==> src/hw/rtl/lbmh_pkg.sv <==
// shared types and constants for the lux block mean hysteresis filter
// no dependencies; imported by every module of the block
`timescale 1ns / 1ps
`default_nettype none

package lbmh_pkg;

  localparam int unsigned SAMPLE_BITS       = 16;
  localparam int unsigned HISTORY_DEPTH_DEF = 8;
  localparam int unsigned MAX_BLOCK         = 64;
  localparam int unsigned CNT_W             = $clog2(MAX_BLOCK + 1);
  localparam int unsigned CFG_W             = 6;
  localparam logic [CFG_W-1:0] BLOCK_LEN_RESET = CFG_W'(7);

  // new level = (2*old + 8*mean) / 10
  localparam int unsigned LEVEL_OLD_SHIFT = 1;
  localparam int unsigned LEVEL_NEW_SHIFT = 3;

  // x / 10 as (x * ceil(2^23 / 10)) >> 23, exact for x below 2^22
  localparam int unsigned LEVEL_RECIP_W     = 20;
  localparam logic [LEVEL_RECIP_W-1:0] LEVEL_RECIP = LEVEL_RECIP_W'(838861);
  localparam int unsigned LEVEL_RECIP_SHIFT = 23;

  localparam int unsigned SUM_W     = SAMPLE_BITS + CNT_W;
  localparam int unsigned LVL_NUM_W = SAMPLE_BITS + 4;
  localparam int unsigned PROD_W    = LVL_NUM_W + LEVEL_RECIP_W;
  localparam int unsigned DIV_W     = SUM_W;
  localparam int unsigned DIVR_W    = CNT_W;

  localparam int unsigned QUEUE_DEPTH = 2;

  // one classified sample on its way from front to back
  typedef struct packed {
    logic [SAMPLE_BITS-1:0] sample;
    logic [CNT_W-1:0]       count;   // samples in block including this one
    logic                   first;   // opens a block
    logic                   last;    // closes a block
  } item_t;

  typedef enum logic [2:0] {
    B_IDLE,
    B_SCAN,
    B_PUSH,
    B_MEAN,
    B_LVL,
    B_OUT
  } back_state_e;

endpackage

`default_nettype wire

==> src/hw/rtl/lux_block_mean_hysteresis_filter_unit.sv <==
// top level of the lux block mean hysteresis filter
// depends on lbmh_pkg, lbmh_front, lbmh_queue, lbmh_div, lbmh_back
//
//   channel   direction  handshake                  payload
//   cfg       in         cfg_valid_i / cfg_ready_o  cfg_data_i (block length minus one)
//   sample    in         in_valid_i / in_stall_o    lux_sample_i
//   level     out        out_valid_o / out_stall_i  level_valid_o, stable_level_o
//
// a mid-block sample goes through pop, ring write and result load in the back end
// a block's first sample adds a min/max scan of the ring once the ring is full
// a block's last sample adds the mean on the bit-serial divider,
// and a level step when the level moves (divide by ten by reciprocal multiply)
// reset is asynchronous active low and needs no clearing pass; cfg is always ready
// the two-entry queue takes samples while the back end works or the output stalls, until it is full
`timescale 1ns / 1ps
`default_nettype none

module lux_block_mean_hysteresis_filter_unit #(
  parameter int unsigned HISTORY_DEPTH = lbmh_pkg::HISTORY_DEPTH_DEF
) (
  input  wire logic                             clk_i,
  input  wire logic                             rst_ni,
  input  wire logic                             cfg_valid_i,
  input  wire logic [lbmh_pkg::CFG_W-1:0]       cfg_data_i,
  output logic                                  cfg_ready_o,
  input  wire logic                             in_valid_i,
  input  wire logic [lbmh_pkg::SAMPLE_BITS-1:0] lux_sample_i,
  output logic                                  in_stall_o,
  output logic                                  out_valid_o,
  input  wire logic                             out_stall_i,
  output logic                                  level_valid_o,
  output logic [lbmh_pkg::SAMPLE_BITS-1:0]      stable_level_o
);
  import lbmh_pkg::*;

  logic              push_valid, push_stall;
  item_t             push_item;
  logic              pop_valid, pop_stall;
  item_t             pop_item;
  logic              div_start, div_done;
  logic [DIV_W-1:0]  div_dividend, div_quotient;
  logic [DIVR_W-1:0] div_divisor;

  lbmh_front u_front (
    .clk_i        (clk_i),
    .rst_ni       (rst_ni),
    .cfg_valid_i  (cfg_valid_i),
    .cfg_data_i   (cfg_data_i),
    .cfg_ready_o  (cfg_ready_o),
    .in_valid_i   (in_valid_i),
    .lux_sample_i (lux_sample_i),
    .in_stall_o   (in_stall_o),
    .push_valid_o (push_valid),
    .push_item_o  (push_item),
    .push_stall_i (push_stall)
  );

  lbmh_queue u_queue (
    .clk_i        (clk_i),
    .rst_ni       (rst_ni),
    .push_valid_i (push_valid),
    .push_item_i  (push_item),
    .push_stall_o (push_stall),
    .pop_valid_o  (pop_valid),
    .pop_item_o   (pop_item),
    .pop_stall_i  (pop_stall)
  );

  lbmh_div u_div (
    .clk_i      (clk_i),
    .rst_ni     (rst_ni),
    .start_i    (div_start),
    .dividend_i (div_dividend),
    .divisor_i  (div_divisor),
    .done_o     (div_done),
    .quotient_o (div_quotient)
  );

  lbmh_back #(
    .HISTORY_DEPTH (HISTORY_DEPTH)
  ) u_back (
    .clk_i          (clk_i),
    .rst_ni         (rst_ni),
    .pop_valid_i    (pop_valid),
    .pop_item_i     (pop_item),
    .pop_stall_o    (pop_stall),
    .out_valid_o    (out_valid_o),
    .out_stall_i    (out_stall_i),
    .level_valid_o  (level_valid_o),
    .stable_level_o (stable_level_o),
    .div_start_o    (div_start),
    .div_dividend_o (div_dividend),
    .div_divisor_o  (div_divisor),
    .div_done_i     (div_done),
    .div_quotient_i (div_quotient)
  );

endmodule

`default_nettype wire

==> src/hw/rtl/lbmh_front.sv <==
// front end: config register, sample intake and block position tagging
// depends on lbmh_pkg
`timescale 1ns / 1ps
`default_nettype none

module lbmh_front (
  input  wire logic                         clk_i,
  input  wire logic                         rst_ni,
  input  wire logic                         cfg_valid_i,
  input  wire logic [lbmh_pkg::CFG_W-1:0]   cfg_data_i,
  output logic                              cfg_ready_o,
  input  wire logic                         in_valid_i,
  input  wire logic [lbmh_pkg::SAMPLE_BITS-1:0] lux_sample_i,
  output logic                              in_stall_o,
  output logic                              push_valid_o,
  output lbmh_pkg::item_t                   push_item_o,
  input  wire logic                         push_stall_i
);
  import lbmh_pkg::*;

  logic [CFG_W-1:0] blen_q, blen_d;
  logic [CNT_W-1:0] count_q, count_d;
  logic [CNT_W-1:0] n;
  logic             last;
  logic             accept;

  assign cfg_ready_o  = 1'b1;
  assign push_valid_o = in_valid_i;
  assign in_stall_o   = push_stall_i;
  assign accept       = in_valid_i && !push_stall_i;

  // block closes once the count passes the register or hits the cap
  assign n    = count_q + CNT_W'(1);
  assign last = (n > CNT_W'(blen_q)) || (n >= CNT_W'(MAX_BLOCK));

  always_comb begin
    push_item_o.sample = lux_sample_i;
    push_item_o.count  = n;
    push_item_o.first  = (count_q == '0);
    push_item_o.last   = last;
  end

  always_comb begin
    blen_d  = cfg_valid_i ? cfg_data_i : blen_q;
    count_d = count_q;
    if (accept) begin
      count_d = last ? '0 : n;
    end
  end

  always_ff @(posedge clk_i or negedge rst_ni) begin
    if (!rst_ni) begin
      blen_q  <= BLOCK_LEN_RESET;
      count_q <= '0;
    end else begin
      blen_q  <= blen_d;
      count_q <= count_d;
    end
  end

endmodule

`default_nettype wire

==> src/hw/rtl/lbmh_queue.sv <==
// short request queue between the front end and the back end
// depends on lbmh_pkg
`timescale 1ns / 1ps
`default_nettype none

module lbmh_queue (
  input  wire logic             clk_i,
  input  wire logic             rst_ni,
  input  wire logic             push_valid_i,
  input  wire lbmh_pkg::item_t  push_item_i,
  output logic                  push_stall_o,
  output logic                  pop_valid_o,
  output lbmh_pkg::item_t       pop_item_o,
  input  wire logic             pop_stall_i
);
  import lbmh_pkg::*;

  localparam int unsigned QP_W = (QUEUE_DEPTH > 1) ? $clog2(QUEUE_DEPTH) : 1;
  localparam int unsigned QC_W = $clog2(QUEUE_DEPTH + 1);

  item_t           mem_q [QUEUE_DEPTH];
  logic [QP_W-1:0] wr_q, wr_d, rd_q, rd_d;
  logic [QC_W-1:0] cnt_q, cnt_d;
  logic            push, pop;

  assign push_stall_o = (cnt_q == QC_W'(QUEUE_DEPTH));
  assign pop_valid_o  = (cnt_q != '0);
  assign pop_item_o   = mem_q[rd_q];
  assign push         = push_valid_i && !push_stall_o;
  assign pop          = pop_valid_o && !pop_stall_i;

  always_comb begin
    wr_d  = wr_q;
    rd_d  = rd_q;
    cnt_d = cnt_q;
    if (push) begin
      wr_d = (wr_q == QP_W'(QUEUE_DEPTH - 1)) ? '0 : wr_q + QP_W'(1);
    end
    if (pop) begin
      rd_d = (rd_q == QP_W'(QUEUE_DEPTH - 1)) ? '0 : rd_q + QP_W'(1);
    end
    if (push && !pop) begin
      cnt_d = cnt_q + QC_W'(1);
    end else if (pop && !push) begin
      cnt_d = cnt_q - QC_W'(1);
    end
  end

  always_ff @(posedge clk_i or negedge rst_ni) begin
    if (!rst_ni) begin
      wr_q  <= '0;
      rd_q  <= '0;
      cnt_q <= '0;
    end else begin
      wr_q  <= wr_d;
      rd_q  <= rd_d;
      cnt_q <= cnt_d;
    end
  end

  always_ff @(posedge clk_i) begin
    if (push) begin
      mem_q[wr_q] <= push_item_i;
    end
  end

endmodule

`default_nettype wire

==> src/hw/rtl/lbmh_div.sv <==
// restoring divider, one quotient bit per cycle, used for the block mean
// depends on lbmh_pkg
`timescale 1ns / 1ps
`default_nettype none

module lbmh_div (
  input  wire logic                        clk_i,
  input  wire logic                        rst_ni,
  input  wire logic                        start_i,
  input  wire logic [lbmh_pkg::DIV_W-1:0]  dividend_i,
  input  wire logic [lbmh_pkg::DIVR_W-1:0] divisor_i,
  output logic                             done_o,
  output logic [lbmh_pkg::DIV_W-1:0]       quotient_o
);
  import lbmh_pkg::*;

  localparam int unsigned STEP_W = $clog2(DIV_W + 1);

  logic              busy_q, busy_d;
  logic              done_q, done_d;
  logic [STEP_W-1:0] step_q, step_d;
  logic [DIV_W-1:0]  quo_q, quo_d;
  logic [DIVR_W-1:0] rem_q, rem_d;
  logic [DIVR_W-1:0] dvs_q, dvs_d;
  logic [DIVR_W:0]   rem_sh, rem_sub;
  logic              ge;

  assign done_o     = done_q;
  assign quotient_o = quo_q;

  always_comb begin
    rem_sh  = {rem_q, quo_q[DIV_W-1]};
    rem_sub = rem_sh - {1'b0, dvs_q};
    ge      = (rem_sh >= {1'b0, dvs_q});
  end

  always_comb begin
    busy_d = busy_q;
    done_d = 1'b0;
    step_d = step_q;
    quo_d  = quo_q;
    rem_d  = rem_q;
    dvs_d  = dvs_q;
    if (start_i) begin
      busy_d = 1'b1;
      step_d = STEP_W'(DIV_W);
      quo_d  = dividend_i;
      rem_d  = '0;
      dvs_d  = divisor_i;
    end else if (busy_q) begin
      step_d = step_q - STEP_W'(1);
      rem_d  = ge ? rem_sub[DIVR_W-1:0] : rem_sh[DIVR_W-1:0];
      quo_d  = {quo_q[DIV_W-2:0], ge};
      if (step_q == STEP_W'(1)) begin
        busy_d = 1'b0;
        done_d = 1'b1;
      end
    end
  end

  always_ff @(posedge clk_i or negedge rst_ni) begin
    if (!rst_ni) begin
      busy_q <= 1'b0;
      done_q <= 1'b0;
      step_q <= '0;
    end else begin
      busy_q <= busy_d;
      done_q <= done_d;
      step_q <= step_d;
    end
  end

  always_ff @(posedge clk_i) begin
    quo_q <= quo_d;
    rem_q <= rem_d;
    dvs_q <= dvs_d;
  end

endmodule

`default_nettype wire

==> src/hw/rtl/lbmh_back.sv <==
// back end: history ring, band scan, block sum, level update and result register
// depends on lbmh_pkg; drives the lbmh_div unit for the block mean
`timescale 1ns / 1ps
`default_nettype none

module lbmh_back #(
  parameter int unsigned HISTORY_DEPTH = lbmh_pkg::HISTORY_DEPTH_DEF
) (
  input  wire logic                             clk_i,
  input  wire logic                             rst_ni,
  input  wire logic                             pop_valid_i,
  input  wire lbmh_pkg::item_t                  pop_item_i,
  output logic                                  pop_stall_o,
  output logic                                  out_valid_o,
  input  wire logic                             out_stall_i,
  output logic                                  level_valid_o,
  output logic [lbmh_pkg::SAMPLE_BITS-1:0]      stable_level_o,
  output logic                                  div_start_o,
  output logic [lbmh_pkg::DIV_W-1:0]            div_dividend_o,
  output logic [lbmh_pkg::DIVR_W-1:0]           div_divisor_o,
  input  wire logic                             div_done_i,
  input  wire logic [lbmh_pkg::DIV_W-1:0]       div_quotient_i
);
  import lbmh_pkg::*;

  localparam int unsigned HI_W = $clog2(HISTORY_DEPTH);
  localparam int unsigned HF_W = $clog2(HISTORY_DEPTH + 1);

  back_state_e state_q, state_d;

  logic [SAMPLE_BITS-1:0] ring_q [HISTORY_DEPTH];
  logic                   ring_we;
  logic [HI_W-1:0]        head_q, head_d;
  logic [HF_W-1:0]        fill_q, fill_d;
  logic [HI_W-1:0]        idx_q, idx_d;
  logic [SAMPLE_BITS-1:0] lo_q, lo_d, hi_q, hi_d;
  logic                   band_ok_q, band_ok_d;
  logic [SUM_W-1:0]       sum_q, sum_d;
  logic [SAMPLE_BITS-1:0] held_q, held_d;
  logic                   held_valid_q, held_valid_d;
  item_t                  cur_q, cur_d;
  logic                   res_lv_q, res_lv_d;
  logic [SAMPLE_BITS-1:0] res_level_q, res_level_d;
  logic                   out_valid_q, out_valid_d;
  logic                   lv_q, lv_d;
  logic [SAMPLE_BITS-1:0] level_q, level_d;

  logic                   fill_full;
  logic [SAMPLE_BITS-1:0] scan_v;
  logic [SAMPLE_BITS-1:0] mean;
  logic                   in_band;
  logic                   out_free;
  logic [SUM_W-1:0]       sum_new;
  logic [LVL_NUM_W-1:0]   lvl_num;
  logic [PROD_W-1:0]      lvl_prod;
  logic [SAMPLE_BITS-1:0] lvl_new;

  assign fill_full = (fill_q == HF_W'(HISTORY_DEPTH));
  assign scan_v    = ring_q[idx_q];
  assign mean      = div_quotient_i[SAMPLE_BITS-1:0];
  assign in_band   = band_ok_q && (mean >= lo_q) && (mean <= hi_q);
  assign out_free  = !out_valid_q || !out_stall_i;
  assign sum_new   = sum_q + SUM_W'(cur_q.sample);

  // blended level, divide by ten through the reciprocal
  assign lvl_num  = (LVL_NUM_W'(held_q) << LEVEL_OLD_SHIFT)
                  + (LVL_NUM_W'(mean) << LEVEL_NEW_SHIFT);
  assign lvl_prod = PROD_W'(lvl_num) * PROD_W'(LEVEL_RECIP);
  assign lvl_new  = lvl_prod[LEVEL_RECIP_SHIFT +: SAMPLE_BITS];

  assign pop_stall_o    = (state_q != B_IDLE);
  assign out_valid_o    = out_valid_q;
  assign level_valid_o  = lv_q;
  assign stable_level_o = level_q;

  // next state
  always_comb begin
    state_d = state_q;
    case (state_q)
      B_IDLE: begin
        if (pop_valid_i) begin
          state_d = (pop_item_i.first && fill_full) ? B_SCAN : B_PUSH;
        end
      end
      B_SCAN: begin
        if (idx_q == HI_W'(HISTORY_DEPTH - 1)) begin
          state_d = B_PUSH;
        end
      end
      B_PUSH: begin
        state_d = cur_q.last ? B_MEAN : B_OUT;
      end
      B_MEAN: begin
        if (div_done_i) begin
          state_d = (!held_valid_q || in_band) ? B_OUT : B_LVL;
        end
      end
      B_LVL: begin
        state_d = B_OUT;
      end
      B_OUT: begin
        if (out_free) begin
          state_d = B_IDLE;
        end
      end
      default: state_d = B_IDLE;
    endcase
  end

  // datapath and outputs
  always_comb begin
    cur_d          = cur_q;
    idx_d          = idx_q;
    lo_d           = lo_q;
    hi_d           = hi_q;
    band_ok_d      = band_ok_q;
    head_d         = head_q;
    fill_d         = fill_q;
    sum_d          = sum_q;
    held_d         = held_q;
    held_valid_d   = held_valid_q;
    res_lv_d       = res_lv_q;
    res_level_d    = res_level_q;
    ring_we        = 1'b0;
    div_start_o    = 1'b0;
    div_dividend_o = DIV_W'(sum_new);
    div_divisor_o  = DIVR_W'(cur_q.count);
    out_valid_d    = out_valid_q && out_stall_i;
    lv_d           = lv_q;
    level_d        = level_q;
    case (state_q)
      B_IDLE: begin
        if (pop_valid_i) begin
          cur_d = pop_item_i;
          // band is latched before the block's first sample enters the ring
          if (pop_item_i.first) begin
            band_ok_d = fill_full;
            idx_d     = '0;
            lo_d      = '1;
            hi_d      = '0;
          end
        end
      end
      B_SCAN: begin
        if (scan_v < lo_q) begin
          lo_d = scan_v;
        end
        if (scan_v > hi_q) begin
          hi_d = scan_v;
        end
        idx_d = idx_q + HI_W'(1);
      end
      B_PUSH: begin
        ring_we = 1'b1;
        head_d  = (head_q == HI_W'(HISTORY_DEPTH - 1)) ? '0 : head_q + HI_W'(1);
        if (!fill_full) begin
          fill_d = fill_q + HF_W'(1);
        end
        sum_d = sum_new;
        if (cur_q.last) begin
          div_start_o = 1'b1;
        end else begin
          res_lv_d    = 1'b0;
          res_level_d = '0;
        end
      end
      B_MEAN: begin
        if (div_done_i) begin
          sum_d    = '0;
          res_lv_d = 1'b1;
          if (!held_valid_q) begin
            held_d       = mean;
            held_valid_d = 1'b1;
            res_level_d  = mean;
          end else if (in_band) begin
            res_level_d = held_q;
          end
        end
      end
      B_LVL: begin
        held_d      = lvl_new;
        res_level_d = lvl_new;
      end
      B_OUT: begin
        if (out_free) begin
          out_valid_d = 1'b1;
          lv_d        = res_lv_q;
          level_d     = res_level_q;
        end
      end
      default: ;
    endcase
  end

  always_ff @(posedge clk_i or negedge rst_ni) begin
    if (!rst_ni) begin
      state_q      <= B_IDLE;
      head_q       <= '0;
      fill_q       <= '0;
      idx_q        <= '0;
      band_ok_q    <= 1'b0;
      sum_q        <= '0;
      held_q       <= '0;
      held_valid_q <= 1'b0;
      out_valid_q  <= 1'b0;
    end else begin
      state_q      <= state_d;
      head_q       <= head_d;
      fill_q       <= fill_d;
      idx_q        <= idx_d;
      band_ok_q    <= band_ok_d;
      sum_q        <= sum_d;
      held_q       <= held_d;
      held_valid_q <= held_valid_d;
      out_valid_q  <= out_valid_d;
    end
  end

  always_ff @(posedge clk_i) begin
    cur_q       <= cur_d;
    lo_q        <= lo_d;
    hi_q        <= hi_d;
    res_lv_q    <= res_lv_d;
    res_level_q <= res_level_d;
    lv_q        <= lv_d;
    level_q     <= level_d;
    if (ring_we) begin
      ring_q[head_q] <= cur_q.sample;
    end
  end

  assert property (@(posedge clk_i) disable iff (!rst_ni)
    div_done_i |-> (state_q == B_MEAN))
    else $error("divider finished outside the mean state");

  assert property (@(posedge clk_i) disable iff (!rst_ni)
    fill_q <= HF_W'(HISTORY_DEPTH))
    else $error("history fill count overran the ring");

  assert property (@(posedge clk_i) disable iff (!rst_ni)
    (out_valid_q && !lv_q) |-> (level_q == '0))
    else $error("level not zero on a collecting result");

  assert property (@(posedge clk_i) disable iff (!rst_ni)
    (state_q == B_SCAN) |-> band_ok_q)
    else $error("band scan started on a partial history");

  assert property (@(posedge clk_i) disable iff (!rst_ni)
    $rose(out_valid_q) |-> ($past(state_q) == B_OUT))
    else $error("result loaded outside the output state");

endmodule

`default_nettype wire

==> config.mk <==
export PLATFORM = sky130hd
export DESIGN_NAME = lux_block_mean_hysteresis_filter_unit
export DESIGN_NICKNAME = d
export VERILOG_FILES = /design/src/hw/rtl/lbmh_pkg.sv /design/src/hw/rtl/lux_block_mean_hysteresis_filter_unit.sv /design/src/hw/rtl/lbmh_front.sv /design/src/hw/rtl/lbmh_queue.sv /design/src/hw/rtl/lbmh_div.sv /design/src/hw/rtl/lbmh_back.sv
export SDC_FILE = /design/constraint.sdc
export NUM_CORES = 1
export LEC_CHECK = 0
export BUFFER_PORTS_ARGS = -buffer_cell sky130_fd_sc_hd__buf_2
export CAP_MARGIN = 20
export CORE_UTILIZATION = 45
export DETAILED_ROUTE_END_ITERATION = 7
export GPL_TIMING_DRIVEN = 0
export HOLD_SLACK_MARGIN = 0.06
export PLACE_DENSITY = 0.67
export SETUP_SLACK_MARGIN = 0.4
export SLEW_MARGIN = 5
export SYNTH_ARGS = -nofsm -noshare
export SYNTH_HDL_FRONTEND = slang
export SYNTH_SLANG_ARGS = --single-unit
==> constraint.sdc <==
create_clock -name clk_i -period 10.9 [get_ports clk_i]
set_clock_uncertainty 0.1 [all_clocks]
set_input_delay 1.09 -clock clk_i [delete_from_list [all_inputs] [get_ports clk_i]]
set_output_delay 1.09 -clock clk_i [all_outputs]
set_load 0.05 [all_outputs]
==> run metrics, run 1 <==
FF/Latch Area=11100 sq um; register area share after synthesis=44.5%; RR Endpoint=u_back.res_level_q[12]; Final Core Density=50.8%; period utilisation layout=85.7%; GPL Wtd Cong=0.914; DIE AREA=56200 sq um; post-route cell area=27600 sq um; Clock Tree Buf Depth=3; Yosys cell types=72; Routed Antenna Nets=0; MaxCap Viol Count=0; number of port buffers=45; area of the multi-input gates=12600 sq um; share of cells above drive strength 1=10.1%; vias in the first global route=16500; Ports=47; achievable clock frequency=107 MHz; CP startpoint=u_div.quotient_o[1]; most frequent cell after synthesis=ha_1; largest net degree at the start of global routing=48; TritonCTS buffer count=39; Global Route Usage Sum=20.1%; Post-Route WL=54.9 mm; CTS tree=built; most common flop cell mapped by yosys=edfxtp_1; initial core utilization=45.9%; PostCTS Resize Cnt=0; kind of end point of the critical path=register; count of pins over their slew limit=0; clk root buf=clkbuf_16; Worst-path clk slew=0.06 ns; Mapped Avg Cell Area=12.1 sq um; vias per cell=5.42; crit start category=register; RSZ-0062 raised after global routing=false; wire per inst=19.0 um; Final Hold Vio Count=0; minimum clock period=9.35 ns; DRT iter0 DRCs=916; TritonRoute pass-1 iters=5; via count=15600; Worst-Skew Late Latency=0.55 ns; final net count=2617; fill cell count=4696; Syn Inst Count=2051; Worst Path Arrival=9.51 ns; setup slack, reg-to-reg=1.55 ns; setup tns final=0 ns; Die Span Y=237 um; initial antenna violation count=0; actual slew at the worst max-slew pin=1.02 ns; Slowest cell on crit path=nor2_1; Finished Layout Cells=2884; #FFs+latches synth=384; first-pass GRT wire length=88.7 mm; critical path class=reg -> reg; Critical Path RT=11.07 ns; placed insts=2813; H-tree levels=2; gr ovfl total=0; Synth top area share=36.0%; synth top area cells=edfxtp_1 36%, ha_1 15%, fa_1 10%, dfrtp_1 7.6%, inv_1 4.4%; Synthesis Warnings=0; status=finished, final reports clean; # DRC=0; EDFF count, synth=298; Rows=85; core area=54200 sq um; final setup vio count=0; Worst Setup EP=u_back.res_level_q[12]; origin of the critical flop-to-flop path=u_div.quotient_o[1]; placed cell area=26300 sq um; cell repeated most along the worst path=fa_1; Post-synth top cells=304 x ha_1, 298 x edfxtp_1, 290 x inv_1; cell accounting for the most synthesized area=edfxtp_1; hpwl dp=43.5 mm; Area growth, synth to finish=10.8%; post-CTS setup buffer count=0; clock sink count=384; Worst R2R Path Depth=30; max_slew headroom=31.8%; CTS Hold Buffers Added=0; fraction of registers with async set/reset=20.6%; mapped cell area=24900 sq um; Syn Nets=2510; crit-path max FO=8; die width=237 um; Largest stage delay, worst path=0.80 ns; Tightest Hold Check Type=reg -> reg; # diodes=0
-- per-stage QoR --
stage               setup WS (ns)  hold slack (ns)
global route                 1.03            0.332
CTS                          1.54            0.318
finish                       1.55            0.317
floorplan                    3.09            0.300
global placement             1.62            0.301
detailed placement           1.58            0.305
-- worst min path at each step --
stage	from	to	slack, ns	depth (start not counted)
after detailed placement	u_back.res_level_q[13]	u_back.stable_level_o[13]	0.30	0
after global routing	u_back.div_divisor_o[1]	u_div.dvs_q[1]	0.33	0
final	u_back.res_level_q[13]	u_back.stable_level_o[13]	0.32	0
after global placement	u_back.div_divisor_o[1]	u_div.dvs_q[1]	0.30	0
after CTS	u_back.res_level_q[13]	u_back.stable_level_o[13]	0.32	0
after floorplan	u_back.res_lv_q	u_back.level_valid_o	0.30	0
-- registers in the layout, summed over array words and instances (netlist names), 6 cells and up --
| signal | flops |
|---|---|
| u_back.cur_q | 17 |
| u_back.div_divisor_o | 7 |
| u_back.held_q | 16 |
| u_back.hi_q | 16 |
| u_back.lo_q | 16 |
| u_back.res_level_q | 16 |
| u_back.ring_q | 128 |
| u_back.stable_level_o | 16 |
| u_back.sum_q | 23 |
| u_div.dvs_q | 7 |
| u_div.quotient_o | 23 |
| u_div.rem_q | 7 |
| u_front.blen_q | 6 |
| u_front.count_q | 7 |
| u_queue.mem_q | 50 |
-- layout by cell type (no fill, tap or decap), drive strengths merged, types with 24 or more instances in the layout --
master    n
inv     294
xor2     38
mux2     31
nand2   144
clkbuf   89
fa      128
a211oi   26
o21a     24
xnor2    51
dfrtp    76
mux2i    40
o21ai   104
ha      304
mux4     32
edfxtp  298
nor3     27
buf      77
a21oi    63
nor2     76
a21o     44
-- per-layer routing --
metal | global-route usage [%] | up-vias | routed length, um
met5 | 0 | - | 0
met4 | 6.02 | 0 | 1460
met3 | 2.17 | 80 | 2140
met2 | 35.7 | 346 | 27600
met1 | 25.9 | 7730 | 23700
li1 | - | 7471 | -
-- layout make-up --
cell class,instances,area share [%]
Multi-Input combinational cell,1325,45.7
Timing Repair Buffer,66,1.69
Sequential cell,384,40.1
Inverter,291,3.96
Clock inverter,22,0.839
Tap cell,696,3.16
Clock buffer,49,3.82
Buffer,51,0.735
-- logic make-up (layout without fill, tap and decap cells) --
kind of cell             after synthesis  in the layout  synth area share, %
AO/OA/AOI/OAI                        343            343                 8.94
XOR/XNOR                              89             89                 3.16
adder cells (fa/ha/maj)              432            432                 25.6
buffers and inverters                342            479                 5.20
flip-flops                           384            384                 44.5
multiplexers                         103            103                 5.96
other                                  1              1               0.0151
AND/OR/NAND/NOR                      357            357                 6.67
-- worst max-delay path, delay by kind of cell, from the launching register on --
family	cells	cell delay, ns
adders and majority gates	9	3.82
buffers and inverters	4	0.37
AOI/OAI and AO/OA	14	3.06
and+or+nand+nor	3	1.15
DFF	1	0.56
Power of run 1 is left out: the tool's default activity adds up to more than one toggle a clock period on the data nets, which glitch-free logic cannot reach.
==> inputs of run 2 (changes only) <==
--- a/config.mk
+++ b/config.mk
@@ -11,9 +11,8 @@
 export DETAILED_ROUTE_END_ITERATION = 7
 export GPL_TIMING_DRIVEN = 0
 export HOLD_SLACK_MARGIN = 0.06
-export PLACE_DENSITY = 0.67
 export SETUP_SLACK_MARGIN = 0.4
-export SLEW_MARGIN = 5
+export SLEW_MARGIN = 20
 export SYNTH_ARGS = -nofsm -noshare
 export SYNTH_HDL_FRONTEND = slang
 export SYNTH_SLANG_ARGS = --single-unit
==> run 2 against run 1 <==
  * Design area increased by 0.25%
  * Via count decreased by 1.2%
  * Largest cell class unchanged
  * Fmax decreased by 0.80%
  * Critical path type unchanged
  * Cell count increased by 0.21%
  * Sequential share of layout area decreased by 0.098 points
  * Flip-flop and latch count unchanged
  * Global-route usage increased by 0.30 points
==> run metrics, run 2 (synthesis gave the netlist of run 1 again) <==
post-route cell area=27600 sq um; vias in the first global route=16000; final setup vio count=0; minimum clock period=9.42 ns; commonest non-fill, non-tap cell in the layout=ha_1; Rows=85; Die Span Y=237 um; max_slew headroom=25.4%; setup tns final=0 ns; Critical Path RT=11.09 ns; Post-Route WL=55.4 mm; RSZ-0062 raised after global routing=false; Routed Antenna Nets=0; DIE AREA=56200 sq um; Slowest cell on crit path=xor2_1; Worst-Skew Late Latency=0.57 ns; achievable clock frequency=106 MHz; via count=15400; Finished Layout Cells=2890; Final Hold Vio Count=0; kind of end point of the critical path=register; Setup WS pre-CTS=1.48 ns; MaxCap Viol Count=0; Worst Path Arrival=9.61 ns; fill cell count=4796; Tightest Hold Check Type=reg -> reg; Top reg by flops=u_back.ring_q; PostCTS Resize Cnt=0; DRT iter0 DRCs=821; grt met1 use=26.5%; slack of the critical path=1.48 ns; Area growth, synth to finish=11.1%; critical path class=reg -> reg; GR peak layer=met2; initial antenna violation count=0; largest net degree at the start of global routing=53; crit start category=register; clock sink count=384; Largest stage delay, worst path=0.90 ns; core area=54200 sq um; Worst-path clk slew=0.06 ns; cell repeated most along the worst path=fa_1; met2 Use GR=35.5%; placed cell area=26300 sq um; CTS tree=built; actual slew at the worst max-slew pin=1.12 ns; first-pass GRT wire length=88.9 mm; status=finished, final reports clean; Global Route Usage Sum=20.4%; crit-path max FO=7; FF/Latch Area=11100 sq um; gr ovfl total=0; routing usage on met3=3.02%; CTS Hold Buffers Added=0; initial core utilization=45.9%; Largest regs=u_back.ring_q x128, u_queue.mem_q x50; GPL Wtd Cong=0.920; number of port buffers=45; Clock Tree Buf Depth=3; hpwl dp=44.1 mm; period utilisation layout=86.4%; # DRC=0; count of pins over their slew limit=0; commonest cells after routing, fill and taps aside=304 x ha_1, 298 x edfxtp_1, 290 x inv_1; # diodes=0; TritonCTS buffer count=40; max FFs per register=128; wire per inst=19.2 um; vias per cell=5.34; Ports=47; final net count=2621; TritonRoute pass-1 iters=5; placed insts=2816; share of cells above drive strength 1=10.5%; area of the multi-input gates=12600 sq um; die width=237 um; post-CTS setup buffer count=0; clk root buf=clkbuf_16; H-tree levels=2
## run 2: cell count changes in the layout (fill, tap and decap cells not counted), sizes merged
cell / change
buf: +3
bufinv: +3
clkinvlp: -2
clkinv: +4
inv: +1
clkbuf: -3
## run 2: area by class of cell
type | instances | share of cell area (%)
Buffer | 51 | 0.733
Clock buffer | 46 | 3.78
Clock inverter | 28 | 1.20
Inverter | 291 | 3.95
Multi-Input combinational cell | 1325 | 45.6
Sequential cell | 384 | 40.0
Tap cell | 696 | 3.15
Timing Repair Buffer | 69 | 1.53
## run 2: worst paths after layout
path / from / endpoint / slack [ns] / depth (start not counted)
max: u_div.quotient_o[1] / u_back.res_level_q[12] / 1.48 / 29
max in group asynchronous: rst_ni / u_back.held_q[3] / 9.69 / 2
max reg2reg: u_div.quotient_o[1] / u_back.res_level_q[12] / 1.48 / 29
min in group asynchronous: rst_ni / u_back.head_q[2] / 0.37 / 1
min: u_back.div_divisor_o[1] / u_div.dvs_q[1] / 0.32 / 0
min reg2reg: u_back.div_divisor_o[1] / u_div.dvs_q[1] / 0.32 / 0
## run 2: stage by stage
step	hold slack [ns]	util, %
floorplan	0.300	-
global placement	0.302	47.9
detailed placement	0.305	48.4
CTS	0.317	51.0
global route	0.326	51.0
finish	0.317	51.0
## run 2: worst max-delay path: cells and delay by family, from the launching register on
kind / cells / cell delay, ns
adders and majority gates: 8 / 3.86
AOI/OAI and AO/OA: 12 / 2.70
xor gates and xnor gates: 2 / 1.23
DFF: 1 / 0.54
and+or+nand+nor: 2 / 0.39
buffers and inverters: 5 / 0.32
## run 2: layer usage
| metal | vias up | wire, um |
|---|---|---|
| li1 | 7480 | - |
| met1 | 7609 | 24200 |
| met2 | 278 | 27600 |
| met3 | 80 | 2160 |
| met4 | 0 | 1420 |
| met5 | - | 0 |
Power of run 2 is left out for the same reason.
==> inputs of run 3 (changes only) <==
--- a/config.mk
+++ b/config.mk
@@ -5,6 +5,8 @@
 export SDC_FILE = /design/constraint.sdc
 export NUM_CORES = 1
 export LEC_CHECK = 0
+export ABC_AREA = 1
+export ABC_CLOCK_PERIOD_IN_PS = 10900
 export BUFFER_PORTS_ARGS = -buffer_cell sky130_fd_sc_hd__buf_2
 export CAP_MARGIN = 20
 export CORE_UTILIZATION = 45
==> run 3 against run 2 <==
  * Count of clock-buffer cells in the layout down 2
  * Area after synthesis up 5.1%
  * Fmax increased by 14%
  * Via count rose by 24%
  * Cell count increased by 27%
  * Sequential share of layout area fell by 1.5 points
  * Core utilization down 1.1 points
  * Flip-flop and latch count stayed put
  * Worst setup slack improved by 1.2 ns
  * Synthesized cell count up 36%
  * First-iteration DRC count up 43%
  * Critical path type unchanged
==> run metrics, run 3 <==
Routed Antenna Nets=0; Final Core Density=49.9%; Post-synth top cells=546 x nand2_1, 457 x inv_1, 304 x ha_1; XOR/XNOR Fraction of Synth Area=1.79%; wire per inst=18.1 um; Clock Tree Buf Depth=3; kind of end point of the critical path=register; mux cell area share after synthesis=0.0813%; period utilisation layout=75.7%; RSZ-0062 raised after global routing=false; Largest stage delay, worst path=0.84 ns; number of port buffers=45; Setup WS pre-CTS=2.66 ns; register area share after synthesis=42.3%; Ports=47; Syn Inst Count=2784; DRT iter0 DRCs=1171; RR Endpoint=u_back.res_level_q[12]; simple logic cell fraction of the synthesized area=15.2%; via count=19100; Mapped Avg Cell Area=9.40 sq um; #FFs+latches synth=384; Slowest cell on crit path=xor2_1; met2 wire length=33.7 mm; clk root buf=clkbuf_16; critical path class=reg -> reg; fraction of registers with async set/reset=20.6%; initial antenna violation count=0; vias in the first global route=20000; Post-Route WL=66.4 mm; uppermost layer routed=met4; Tightest Hold Check Type=reg -> reg; largest family of logic cells by synthesized area=adder cells; hpwl dp=53.2 mm; Die Span Y=243 um; crit start category=register; first-pass GRT wire length=107 mm; achievable clock frequency=121 MHz; worst hold endpoint=u_div.dvs_q[0]; Worst R2R Path Depth=26; TritonRoute pass-1 iters=5; status=finished, final reports clean; setup slack, reg-to-reg=2.64 ns; # diodes=0; Final Hold Vio Count=0; MaxCap Viol Count=0; post-CTS setup buffer count=0; commonest non-fill, non-tap cell in the layout=nand2_1; Worst Path Arrival=8.44 ns; Area growth, synth to finish=9.75%; Hold Crit Depth=0; largest net degree at the start of global routing=42; Global Route Usage Sum=23.1%; crit-path max FO=6; vias per cell=5.21; Synth top area share=34.2%; Rows=88; Yosys cell types=52; commonest cells after routing, fill and taps aside=546 x nand2_1, 457 x inv_1, 304 x ha_1; final setup vio count=0; clock sink count=384; CTS Hold Buffers Added=0; fill cell count=5397; EDFF count, synth=298; Worst-path clk slew=0.07 ns; met1 wire length=27.8 mm; Compound-Gate Fraction of Synth Area=8.75%; Largest regs=u_back.ring_q x128, u_queue.mem_q x50; DIE AREA=59100 sq um; CTS tree=built; Critical Path RT=11.08 ns; Synthesis Warnings=0; H-tree levels=2; max_slew headroom=27.8%; Synth Area in Adders=24.3%; met3 WL=2.27 mm; minimum clock period=8.26 ns; origin of the critical flop-to-flop path=u_div.quotient_o[2]; gr ovfl total=0; die width=243 um; setup tns final=0 ns; slack of the critical path=2.64 ns; GPL Wtd Cong=0.919; TritonCTS buffer count=37; max FFs per register=128; cell repeated most along the worst path=fa_1; count of pins over their slew limit=0; Syn Nets=3243; actual slew at the worst max-slew pin=1.08 ns; most frequent cell after synthesis=nand2_1; PostCTS Resize Cnt=0; Top reg by flops=u_back.ring_q; mapped cell area=26200 sq um; cell accounting for the most synthesized area=edfxtp_1; most common flop cell mapped by yosys=edfxtp_1; core area=57600 sq um; # DRC=0; share of cells above drive strength 1=5.78%; Worst-Skew Late Latency=0.54 ns; synth top area cells=edfxtp_1 34%, ha_1 15%, fa_1 9.8%, nand2_1 7.8%, dfrtp_1 7.3%; final net count=3340; initial core utilization=45.4%; hold path startpoint=u_back.div_divisor_o[0]
==> run 3: critical path: cells and delay by family (launching register included) <==
| kind | cells | cell delay [ns] |
|---|---|---|
| simple gates | 7 | 0.75 |
| fa+ha+maj | 9 | 4.22 |
| buf+inv | 2 | 0.16 |
| flops | 1 | 0.58 |
| xor+xnor | 1 | 0.84 |
| compound gates | 7 | 1.31 |
==> run 3: cell type report <==
class | count | area [sq um] | area share (%)
well taps | 765 | 957 | 3.33
repair buffers | 58 | 407 | 1.42
inverters | 462 | 1730 | 6.04
clock buffers | 44 | 962 | 3.35
clock inverters | 23 | 150 | 0.523
plain buffers | 57 | 225 | 0.784
flip-flops and latches | 384 | 11100 | 38.5
multi-input cells | 1881 | 13200 | 46.0
==> run 3: cell families after synthesis <==
| logic type | after synthesis |
|---|---|
| XOR/XNOR | 51 |
| AO/OA/AOI/OAI | 423 |
| adder cells (fa/ha/maj) | 432 |
| multiplexers | 2 |
| other | 1 |
| flip-flops | 384 |
| AND/OR/NAND/NOR | 972 |
| buffers and inverters | 519 |
==> run 3: per-layer routing <==
metal / vias up / global-route usage [%]
met5: - / 0
met4: 0 / 9.45
met3: 135 / 2.10
met2: 429 / 41.6
met1: 9181 / 28.1
li1: 9404 / -
==> run 3: through the flow <==
step	hold slack, ns	std cells	cell area (sq um)
final	0.320	3674	28700
after CTS	0.321	3674	28700
after global routing	0.332	3674	28700
after floorplan	0.300	2784	26200
after global placement	0.304	3594	27400
after detailed placement	0.306	3607	27600
==> run 3: worst max path at each step <==
stage,endpoint,from,cells past startpoint
6_report,u_back.res_level_q[12],u_div.quotient_o[2],26
5_1_grt,u_back.res_level_q[12],u_div.quotient_o[1],32
4_1_cts,u_back.res_level_q[10],u_div.quotient_o[2],26
3_5_place_dp,u_back.res_level_q[10],u_div.quotient_o[2],26
3_3_place_gp,u_back.res_level_q[10],u_div.quotient_o[1],26
2_1_floorplan,u_back.res_level_q[11],u_div.quotient_o[0],33
Power of run 3 is left out for the same reason.
